### src/sv/rlps_pkg.sv
`timescale 1ns / 1ps
`default_nettype none

package rlps_pkg;

	localparam int DEF_CHANNELS          = 4;
	localparam int DEF_CLEANUP_PERIOD_MS = 2000;

	localparam int SLOTS    = 4;
	localparam int CHART_CH = 2;

	localparam logic [15:0] RST_INTERVAL_STATE   = 16'd800;
	localparam logic [15:0] RST_INTERVAL_METRICS = 16'd1500;
	localparam logic [15:0] RST_INTERVAL_CHART   = 16'd1200;
	localparam logic [15:0] RST_INTERVAL_SUMMARY = 16'd1500;
	localparam logic [7:0]  RST_PRIORITY_ORDER   = 8'd228;
	localparam logic [15:0] RST_LARGE_CHART      = 16'd3500;
	localparam logic [7:0]  RST_SLOW_FACTOR      = 8'd2;
	localparam logic [7:0]  ZERO_FACTOR_AS       = 8'd2;

	typedef enum logic [2:0] {
		REG_INTERVAL_STATE   = 3'd0,
		REG_INTERVAL_METRICS = 3'd1,
		REG_INTERVAL_CHART   = 3'd2,
		REG_INTERVAL_SUMMARY = 3'd3,
		REG_PRIORITY_ORDER   = 3'd4,
		REG_LARGE_CHART      = 3'd5,
		REG_SLOW_FACTOR      = 3'd6
	} cfg_reg_t;

	typedef struct packed {
		logic [3:0][15:0] interval_ms;
		logic [7:0]       priority_order;
		logic [15:0]      large_chart_bytes;
		logic [7:0]       chart_slow_factor;
	} cfg_t;

	typedef struct packed {
		logic [31:0] now_ms;
		logic        dirty_state;
		logic        dirty_metrics;
		logic        dirty_chart;
		logic        dirty_summary;
		logic [15:0] chart_payload_bytes;
	} tick_t;

	typedef struct packed {
		logic       send_valid;
		logic [1:0] send_channel;
		logic       cleanup_pulse;
		logic [3:0] pending_left;
	} result_t;

endpackage

`default_nettype wire

### src/sv/rlps_cfg_regs.sv
`timescale 1ns / 1ps
`default_nettype none

module rlps_cfg_regs (
	input  wire logic         clk,
	input  wire logic         arst_n,
	input  wire logic         cfg_wr_en,
	input  wire logic [2:0]   cfg_index,
	input  wire logic [15:0]  cfg_wdata,
	output rlps_pkg::cfg_t    cfg
);
	import rlps_pkg::*;

	cfg_t cfg_q;

	always_ff @(posedge clk or negedge arst_n) begin
		if (!arst_n) begin
			cfg_q.interval_ms[0]    <= RST_INTERVAL_STATE;
			cfg_q.interval_ms[1]    <= RST_INTERVAL_METRICS;
			cfg_q.interval_ms[2]    <= RST_INTERVAL_CHART;
			cfg_q.interval_ms[3]    <= RST_INTERVAL_SUMMARY;
			cfg_q.priority_order    <= RST_PRIORITY_ORDER;
			cfg_q.large_chart_bytes <= RST_LARGE_CHART;
			cfg_q.chart_slow_factor <= RST_SLOW_FACTOR;
		end else if (cfg_wr_en) begin
			case (cfg_index)
				REG_INTERVAL_STATE:   cfg_q.interval_ms[0]    <= cfg_wdata;
				REG_INTERVAL_METRICS: cfg_q.interval_ms[1]    <= cfg_wdata;
				REG_INTERVAL_CHART:   cfg_q.interval_ms[2]    <= cfg_wdata;
				REG_INTERVAL_SUMMARY: cfg_q.interval_ms[3]    <= cfg_wdata;
				REG_PRIORITY_ORDER:   cfg_q.priority_order    <= cfg_wdata[7:0];
				REG_LARGE_CHART:      cfg_q.large_chart_bytes <= cfg_wdata;
				REG_SLOW_FACTOR:      cfg_q.chart_slow_factor <= cfg_wdata[7:0];
				default: ;
			endcase
		end
	end

	assign cfg = cfg_q;

endmodule

`default_nettype wire

### src/sv/rlps_core.sv
`timescale 1ns / 1ps
`default_nettype none

module rlps_core #(
	parameter int CHANNELS          = rlps_pkg::DEF_CHANNELS,
	parameter int CLEANUP_PERIOD_MS = rlps_pkg::DEF_CLEANUP_PERIOD_MS
) (
	input  wire logic         clk,
	input  wire logic         arst_n,
	input  wire logic         advance,
	input  wire rlps_pkg::tick_t tick,
	input  wire rlps_pkg::cfg_t  cfg,
	output rlps_pkg::result_t res
);
	import rlps_pkg::*;

	// Only four channels can be named by a priority slot or carry a dirty bit.
	localparam int ACTIVE = (CHANNELS < 4) ? CHANNELS : 4;
	localparam logic [31:0] PERIOD = 32'(CLEANUP_PERIOD_MS);

	logic [31:0]       last_send_q [ACTIVE];
	logic [ACTIVE-1:0] pending_q;
	logic [31:0]       last_cleanup_q;
	logic [15:0]       chart_seen_q;

	logic [7:0]  factor;
	logic [23:0] chart_prod;
	logic [15:0] chart_itv;
	logic [3:0]  dirty4;
	wire  [3:0]  pend4;
	wire  [3:0]  elig4;
	logic [3:0]  gnt4;
	logic [3:0]  pend_next4;
	logic        found;
	logic [1:0]  sel;
	logic [1:0]  slot_ch;
	logic        cleanup;

	assign factor     = (cfg.chart_slow_factor == '0) ? ZERO_FACTOR_AS : cfg.chart_slow_factor;
	assign chart_prod = cfg.interval_ms[CHART_CH] * factor;
	assign chart_itv  = (chart_seen_q >= cfg.large_chart_bytes) ? chart_prod[15:0]
		: cfg.interval_ms[CHART_CH];

	assign dirty4 = {tick.dirty_summary, tick.dirty_chart, tick.dirty_metrics, tick.dirty_state};

	for (genvar i = 0; i < 4; i++) begin : g_ch
		if (i < ACTIVE) begin : g_on
			logic [31:0] age;
			logic [15:0] itv;
			assign age      = tick.now_ms - last_send_q[i];
			assign itv      = (i == CHART_CH) ? chart_itv : cfg.interval_ms[i];
			assign pend4[i] = pending_q[i] | dirty4[i];
			assign elig4[i] = pend4[i] && (age >= {16'd0, itv});
		end else begin : g_off
			assign pend4[i] = 1'b0;
			assign elig4[i] = 1'b0;
		end
	end

	always_comb begin
		found   = 1'b0;
		sel     = '0;
		slot_ch = '0;
		for (int s = 0; s < SLOTS; s++) begin
			slot_ch = cfg.priority_order[2*s +: 2];
			if (!found && elig4[slot_ch]) begin
				found = 1'b1;
				sel   = slot_ch;
			end
		end
		gnt4       = found ? (4'b0001 << sel) : 4'b0000;
		pend_next4 = pend4 & ~gnt4;
	end

	assign cleanup = (tick.now_ms - last_cleanup_q) >= PERIOD;

	assign res.send_valid    = found;
	assign res.send_channel  = sel;
	assign res.cleanup_pulse = cleanup;
	assign res.pending_left  = pend_next4;

	always_ff @(posedge clk or negedge arst_n) begin
		if (!arst_n) begin
			for (int i = 0; i < ACTIVE; i++) begin
				last_send_q[i] <= '0;
			end
			pending_q      <= '0;
			last_cleanup_q <= '0;
			chart_seen_q   <= '0;
		end else if (advance) begin
			for (int i = 0; i < ACTIVE; i++) begin
				if (gnt4[i]) begin
					last_send_q[i] <= tick.now_ms;
				end
			end
			pending_q <= pend_next4[ACTIVE-1:0];
			if (gnt4[CHART_CH]) begin
				chart_seen_q <= tick.chart_payload_bytes;
			end
			if (cleanup) begin
				last_cleanup_q <= tick.now_ms;
			end
		end
	end

endmodule

`default_nettype wire

### src/sv/rate_limited_priority_sender.sv
// Channel  Direction  Handshake            Payload
// in       input      in_valid / in_ready  in_data (tick_t)
// out      output     out_valid/ out_ready out_data (result_t)
// cfg      input      cfg_wr_en            cfg_index, cfg_wdata
//
// One tick can be accepted every cycle while the output is not stalled; its result is then registered in out_q.
// The rate is set by the single decision stage, whose state is written back on each advance.
// Reset is asynchronous and active low; it restores the register defaults and clears the valid flags and core state.
// A stalled output holds its beat while the input register can still take one more tick if it is empty.
`timescale 1ns / 1ps
`default_nettype none

module rate_limited_priority_sender #(
	parameter int CHANNELS          = rlps_pkg::DEF_CHANNELS,
	parameter int CLEANUP_PERIOD_MS = rlps_pkg::DEF_CLEANUP_PERIOD_MS
) (
	input  wire logic         clk,
	input  wire logic         arst_n,
	input  wire logic         in_valid,
	output logic              in_ready,
	input  wire rlps_pkg::tick_t in_data,
	output logic              out_valid,
	input  wire logic         out_ready,
	output rlps_pkg::result_t out_data,
	input  wire logic         cfg_wr_en,
	input  wire logic [2:0]   cfg_index,
	input  wire logic [15:0]  cfg_wdata
);
	import rlps_pkg::*;

	cfg_t    cfg;
	tick_t   tick_s1;
	logic    valid_s1;
	result_t res;
	result_t out_q;
	logic    out_valid_q;
	logic    advance;

	assign advance  = valid_s1 && (!out_valid_q || out_ready);
	assign in_ready = !valid_s1 || advance;

	rlps_cfg_regs u_cfg (
		.clk       (clk),
		.arst_n    (arst_n),
		.cfg_wr_en (cfg_wr_en),
		.cfg_index (cfg_index),
		.cfg_wdata (cfg_wdata),
		.cfg       (cfg)
	);

	rlps_core #(
		.CHANNELS          (CHANNELS),
		.CLEANUP_PERIOD_MS (CLEANUP_PERIOD_MS)
	) u_core (
		.clk     (clk),
		.arst_n  (arst_n),
		.advance (advance),
		.tick    (tick_s1),
		.cfg     (cfg),
		.res     (res)
	);

	always_ff @(posedge clk or negedge arst_n) begin
		if (!arst_n) begin
			valid_s1 <= 1'b0;
		end else begin
			valid_s1 <= (in_valid && in_ready) || (valid_s1 && !advance);
		end
	end

	always_ff @(posedge clk) begin
		if (in_valid && in_ready) begin
			tick_s1 <= in_data;
		end
	end

	always_ff @(posedge clk or negedge arst_n) begin
		if (!arst_n) begin
			out_valid_q <= 1'b0;
		end else if (advance) begin
			out_valid_q <= 1'b1;
		end else if (out_ready) begin
			out_valid_q <= 1'b0;
		end
	end

	always_ff @(posedge clk) begin
		if (advance) begin
			out_q <= res;
		end
	end

	assign out_valid = out_valid_q;
	assign out_data  = out_q;

endmodule

`default_nettype wire

### config.mk
export PLATFORM = sky130hd
export DESIGN_NAME = rate_limited_priority_sender
export DESIGN_NICKNAME = d
export VERILOG_FILES = /design/src/sv/rlps_pkg.sv /design/src/sv/rlps_cfg_regs.sv /design/src/sv/rlps_core.sv /design/src/sv/rate_limited_priority_sender.sv
export SDC_FILE = /design/constraint.sdc
export NUM_CORES = 1
export LEC_CHECK = 0
export BUFFER_PORTS_ARGS = -buffer_cell sky130_fd_sc_hd__clkbuf_2
export CAP_MARGIN = 30
export CORE_MARGIN = 2
export CORE_UTILIZATION = 30
export DETAILED_ROUTE_END_ITERATION = 8
export GPL_ROUTABILITY_DRIVEN = 0
export SYNTH_ARGS = -nofsm -noshare
export SYNTH_HDL_FRONTEND = slang
export SYNTH_SLANG_ARGS = --single-unit
### constraint.sdc
create_clock -name clk -period 8.5 [get_ports clk]
set_clock_uncertainty 0.1 [all_clocks]
set_input_delay 1.275 -clock clk [delete_from_list [all_inputs] [get_ports clk]]
set_output_delay 1.275 -clock clk [all_outputs]
set_load 0.01 [all_outputs]
==> reports/qor.txt <==
Pin count of the biggest net entering global routing: 127
# rows: 110
Simple-gate share of the synthesized area: 13.1%
DRT iter0 DRCs: 1,442
Met2 Usage GRT: 28.1%
GR Util met1: 21.5%
Final std cells w/o fill: 4,281
WL per Instance: 18.0 um
R2r setup slk: -0.53 ns
Unrepaired setup endpoints after global routing: true
Worst EP arrival: 9.39 ns
Start point of the critical path: u_cfg.cfg[68]$_DFFE_PN1P_
Violated checks: setup timing
Total power: 13.4 mW
Chip width: 305 um
Clock Tree Root: clkbuf_16
Post-synthesis adder-cell area fraction: 16.7%
Worst-path fanout max: 8
YS warnings: 0
Clock tree buffer depth: 3
Setup violations, final: 148
WP data required: 8.86 ns
FMAX: 0.111 GHz
Post-synthesis mux area share: 11.2%
Setup CP Type: register to register
Core box area: 0.0900 sq mm
Layout cells sized above 1: 19.7%
Slew margin rel.: 37.2%
Worst VDD drop: 0.335 mV
Reg2Reg Launch Point: u_cfg.cfg[68]$_DFFE_PN1P_
Post-route antenna net violation count: 0
Via/cell ratio: 5.20
Compound-gate portion of the synthesized area: 17.0%
Gate Count Post-Synth: 2,909
DIE AREA: 0.0932 sq mm
CP max stage cell: dfstp_2
Hold_ws: 0.379 ns
CTS buffer count: 42
P&R area growth vs syn: 18.1%
Post-DP HPWL: 56,100 um
Maxcap violations: 0
Period utilization: 106%
Largest incremental delay on the critical path: 0.59 ns
Hold Vio Cnt, Final: 0
Global-route wire length before repair: 122,000 um
Initial antenna violation count: 3
Pre-CTS setup slack: -0.666 ns
Buffers added on ports: 85
Fin worst setup slack: -0.528 ns
Clock period minus worst slack: 9.03 ns
Mean Syn Cell Area: 9.36 sq um
GRT met3 Usage: 1.63%
Ys flop type: dfrtp_1
CTS Sinks: 338
Status: complete, but fails checks
First-pass DRT Iterations: 5
Worst setup EP type: register
WL final: 77,100 um
Initial core utilization: 30.2%
FFs w/ async S/R, synth: 82.2%
P_leak: 14.7 nW
Later-pin clock latency in the skew report: 0.58 ns
Worst-path clk slew: 0.06 ns
Gr usage total: 16.3%
Main combinational cell family by area after synthesis: compound AO/OA/AOI/OAI gates
Height of the die: 305 um
Post-synth EDFFs: 60
DRC Markers: 0
Busiest layer in global routing: met2
Post-synthesis cell type count: 86
Startpoint types: register
Sequential area share after synthesis: 32.3%
Antenna cells: 0
H-tree depth: 2
Synth Area in XOR/XNOR: 3.44%
Pwr/cell area: 416 mW/mm^2
Total global routing overflow: 0
Cell Area, Synth: 0.0272 sq mm
Nets: 3,472
Num ports: 86
Worst min path class: register to register
Synthesized Nets: 3,309
Register bit total from synthesis: 338
Worst slew pin tran: 0.942 ns
CTS tree: done
Hold_sp: tick_s1[2]$_DFFE_PP_
Vias: 22,300
Placed cell count: 4,161
Crit-path most repeated cell: fa_1
Number of global-route vias before repair: 22,100
Final Max Tran Viols: 0
[cell usage after synthesis (all sizes together) (32+ instances only)]
cell | count | area [sq um]
inv | 344 | 1290
ha | 259 | 3240
dfrtp | 245 | 6130
mux2 | 242 | 2730
a21oi | 215 | 1080
nand2 | 202 | 758
nor2 | 147 | 552
o21ai | 144 | 728
clkbuf | 79 | 298
a21o | 69 | 518
fa | 65 | 1300
xnor2 | 61 | 534
edfxtp | 60 | 1800
and2 | 58 | 363
nand4 | 53 | 332
xor2 | 46 | 403
nor2b | 44 | 275
o21a | 44 | 330
nor3 | 42 | 226
nand3 | 39 | 195
a211oi | 36 | 270
o211ai | 35 | 263
dfstp | 33 | 867
nand2b | 32 | 200
[flip-flops by register name, indices dropped and copies added, names as in the netlist]
name,cells
u_core.last_send_q,128
valid_s1,1
out_valid,1
u_core.last_cleanup_q,32
out_data,8
u_cfg.cfg,96
tick_s1,52
u_core.chart_seen_q,16
u_core.pending_q,4
[where the power goes]
group | switching, mW | leakage [nW] | total (mW) | internal (mW)
Combinational | 4.76 | 10.1 | 8.91 | 4.15
Sequential | 0.313 | 3.83 | 2.51 | 2.20
Clock | 0.763 | 0.729 | 1.94 | 1.17
Total | 5.83 | 14.7 | 13.4 | 7.53
[critical path: cells and delay by family (launching register included)]
kind | cells | cell delay [ns]
xor+xnor | 1 | 0.11
compound gates | 7 | 0.92
mux | 3 | 0.62
fa+ha+maj | 6 | 2.73
simple gates | 10 | 2.85
buf+inv | 9 | 0.99
flops | 1 | 0.59
[path summary, 6_finish.rpt]
path | endpoint | cells after the start
min in group asynchronous | u_core.last_cleanup_q[19]$_DFFE_PN0P_ | 1
worst min-delay path | u_core.chart_seen_q[2]$_DFFE_PN0P_ | 1
max in group asynchronous | u_cfg.cfg[66]$_DFFE_PN0P_ | 2
worst min register to register | u_core.chart_seen_q[2]$_DFFE_PN0P_ | 1
worst max-delay path | u_core.last_send_q[91]$_DFFE_PN0P_ | 36
worst max register to register | u_core.last_send_q[91]$_DFFE_PN0P_ | 36
[repair_timing]
action                     CTS  global route
pin swaps                   41            21
resized for setup           91            61
gates cloned                10             1
hold buffers                 0             0
setup endpoints to repair  153           155
buffers inserted            26            12
[metrics by stage]
stage | instance area [sq um] | setup TNS, ns | util, %
6_report | 32100 | -60.95 | 35.7
5_1_grt | 32100 | -125.86 | 35.7
2_1_floorplan | 27400 | -2.47 | -
3_5_place_dp | 29600 | -85.40 | 32.9
4_1_cts | 31900 | -61.87 | 35.4
3_3_place_gp | 29600 | -81.99 | 32.9
[cell type report]
type / instances / area [sq um]
clock buffers: 56 / 1230
well taps: 1176 / 1470
multi-input cells: 2127 / 17300
fillers: 9144 / 57900
clock inverters: 21 / 249
inverters: 344 / 1300
flip-flops and latches: 338 / 8800
repair buffers: 219 / 1850
[metal layers]
layer / wire (um) / vias to the layer above / share of wire, %
li1: - / 10700 / -
met1: 35000 / 11000 / 45
met2: 36700 / 481 / 48
met3: 3040 / 143 / 3.9
met4: 2350 / 0 / 3.0
met5: 0 / - / 0
[cells by family (layout without fill, tap and decap cells)]
group | Yosys count | count (layout)
AO/OA/AOI/OAI | 717 | 717
XOR/XNOR | 107 | 107
adder cells (fa/ha/maj) | 324 | 324
buffers and inverters | 444 | 640
flip-flops | 338 | 338
multiplexers | 273 | 273
AND/OR/NAND/NOR | 706 | 706
[layout by cell type, fill, tap and decap left out, types with 16 or more instances in the layout]
| cell | count |
|---|---|
| inv_1 | 334 |
| ha_1 | 254 |
| dfrtp_1 | 244 |
| a21oi_1 | 205 |
| nand2_1 | 196 |
| nor2_1 | 146 |
| o21ai_0 | 138 |
| mux2_2 | 138 |
| buf_4 | 93 |
| clkbuf_2 | 84 |
| mux2_4 | 81 |
| a21o_1 | 69 |
| fa_1 | 63 |
| xnor2_1 | 61 |
| edfxtp_1 | 60 |
| and2_1 | 56 |
| nand4_1 | 53 |
| clkbuf_16 | 47 |
| xor2_1 | 46 |
| o21a_1 | 44 |
| nor2b_1 | 42 |
| nand3_1 | 39 |
| nor3_1 | 38 |
| o211ai_1 | 35 |
| a211oi_1 | 34 |
| dfstp_2 | 33 |
| nand2b_1 | 31 |
| mux2i_1 | 30 |
| mux2_1 | 23 |
| o21bai_1 | 19 |
| buf_6 | 17 |
| a31oi_1 | 16 |
(Power assumes the default switching activity.)
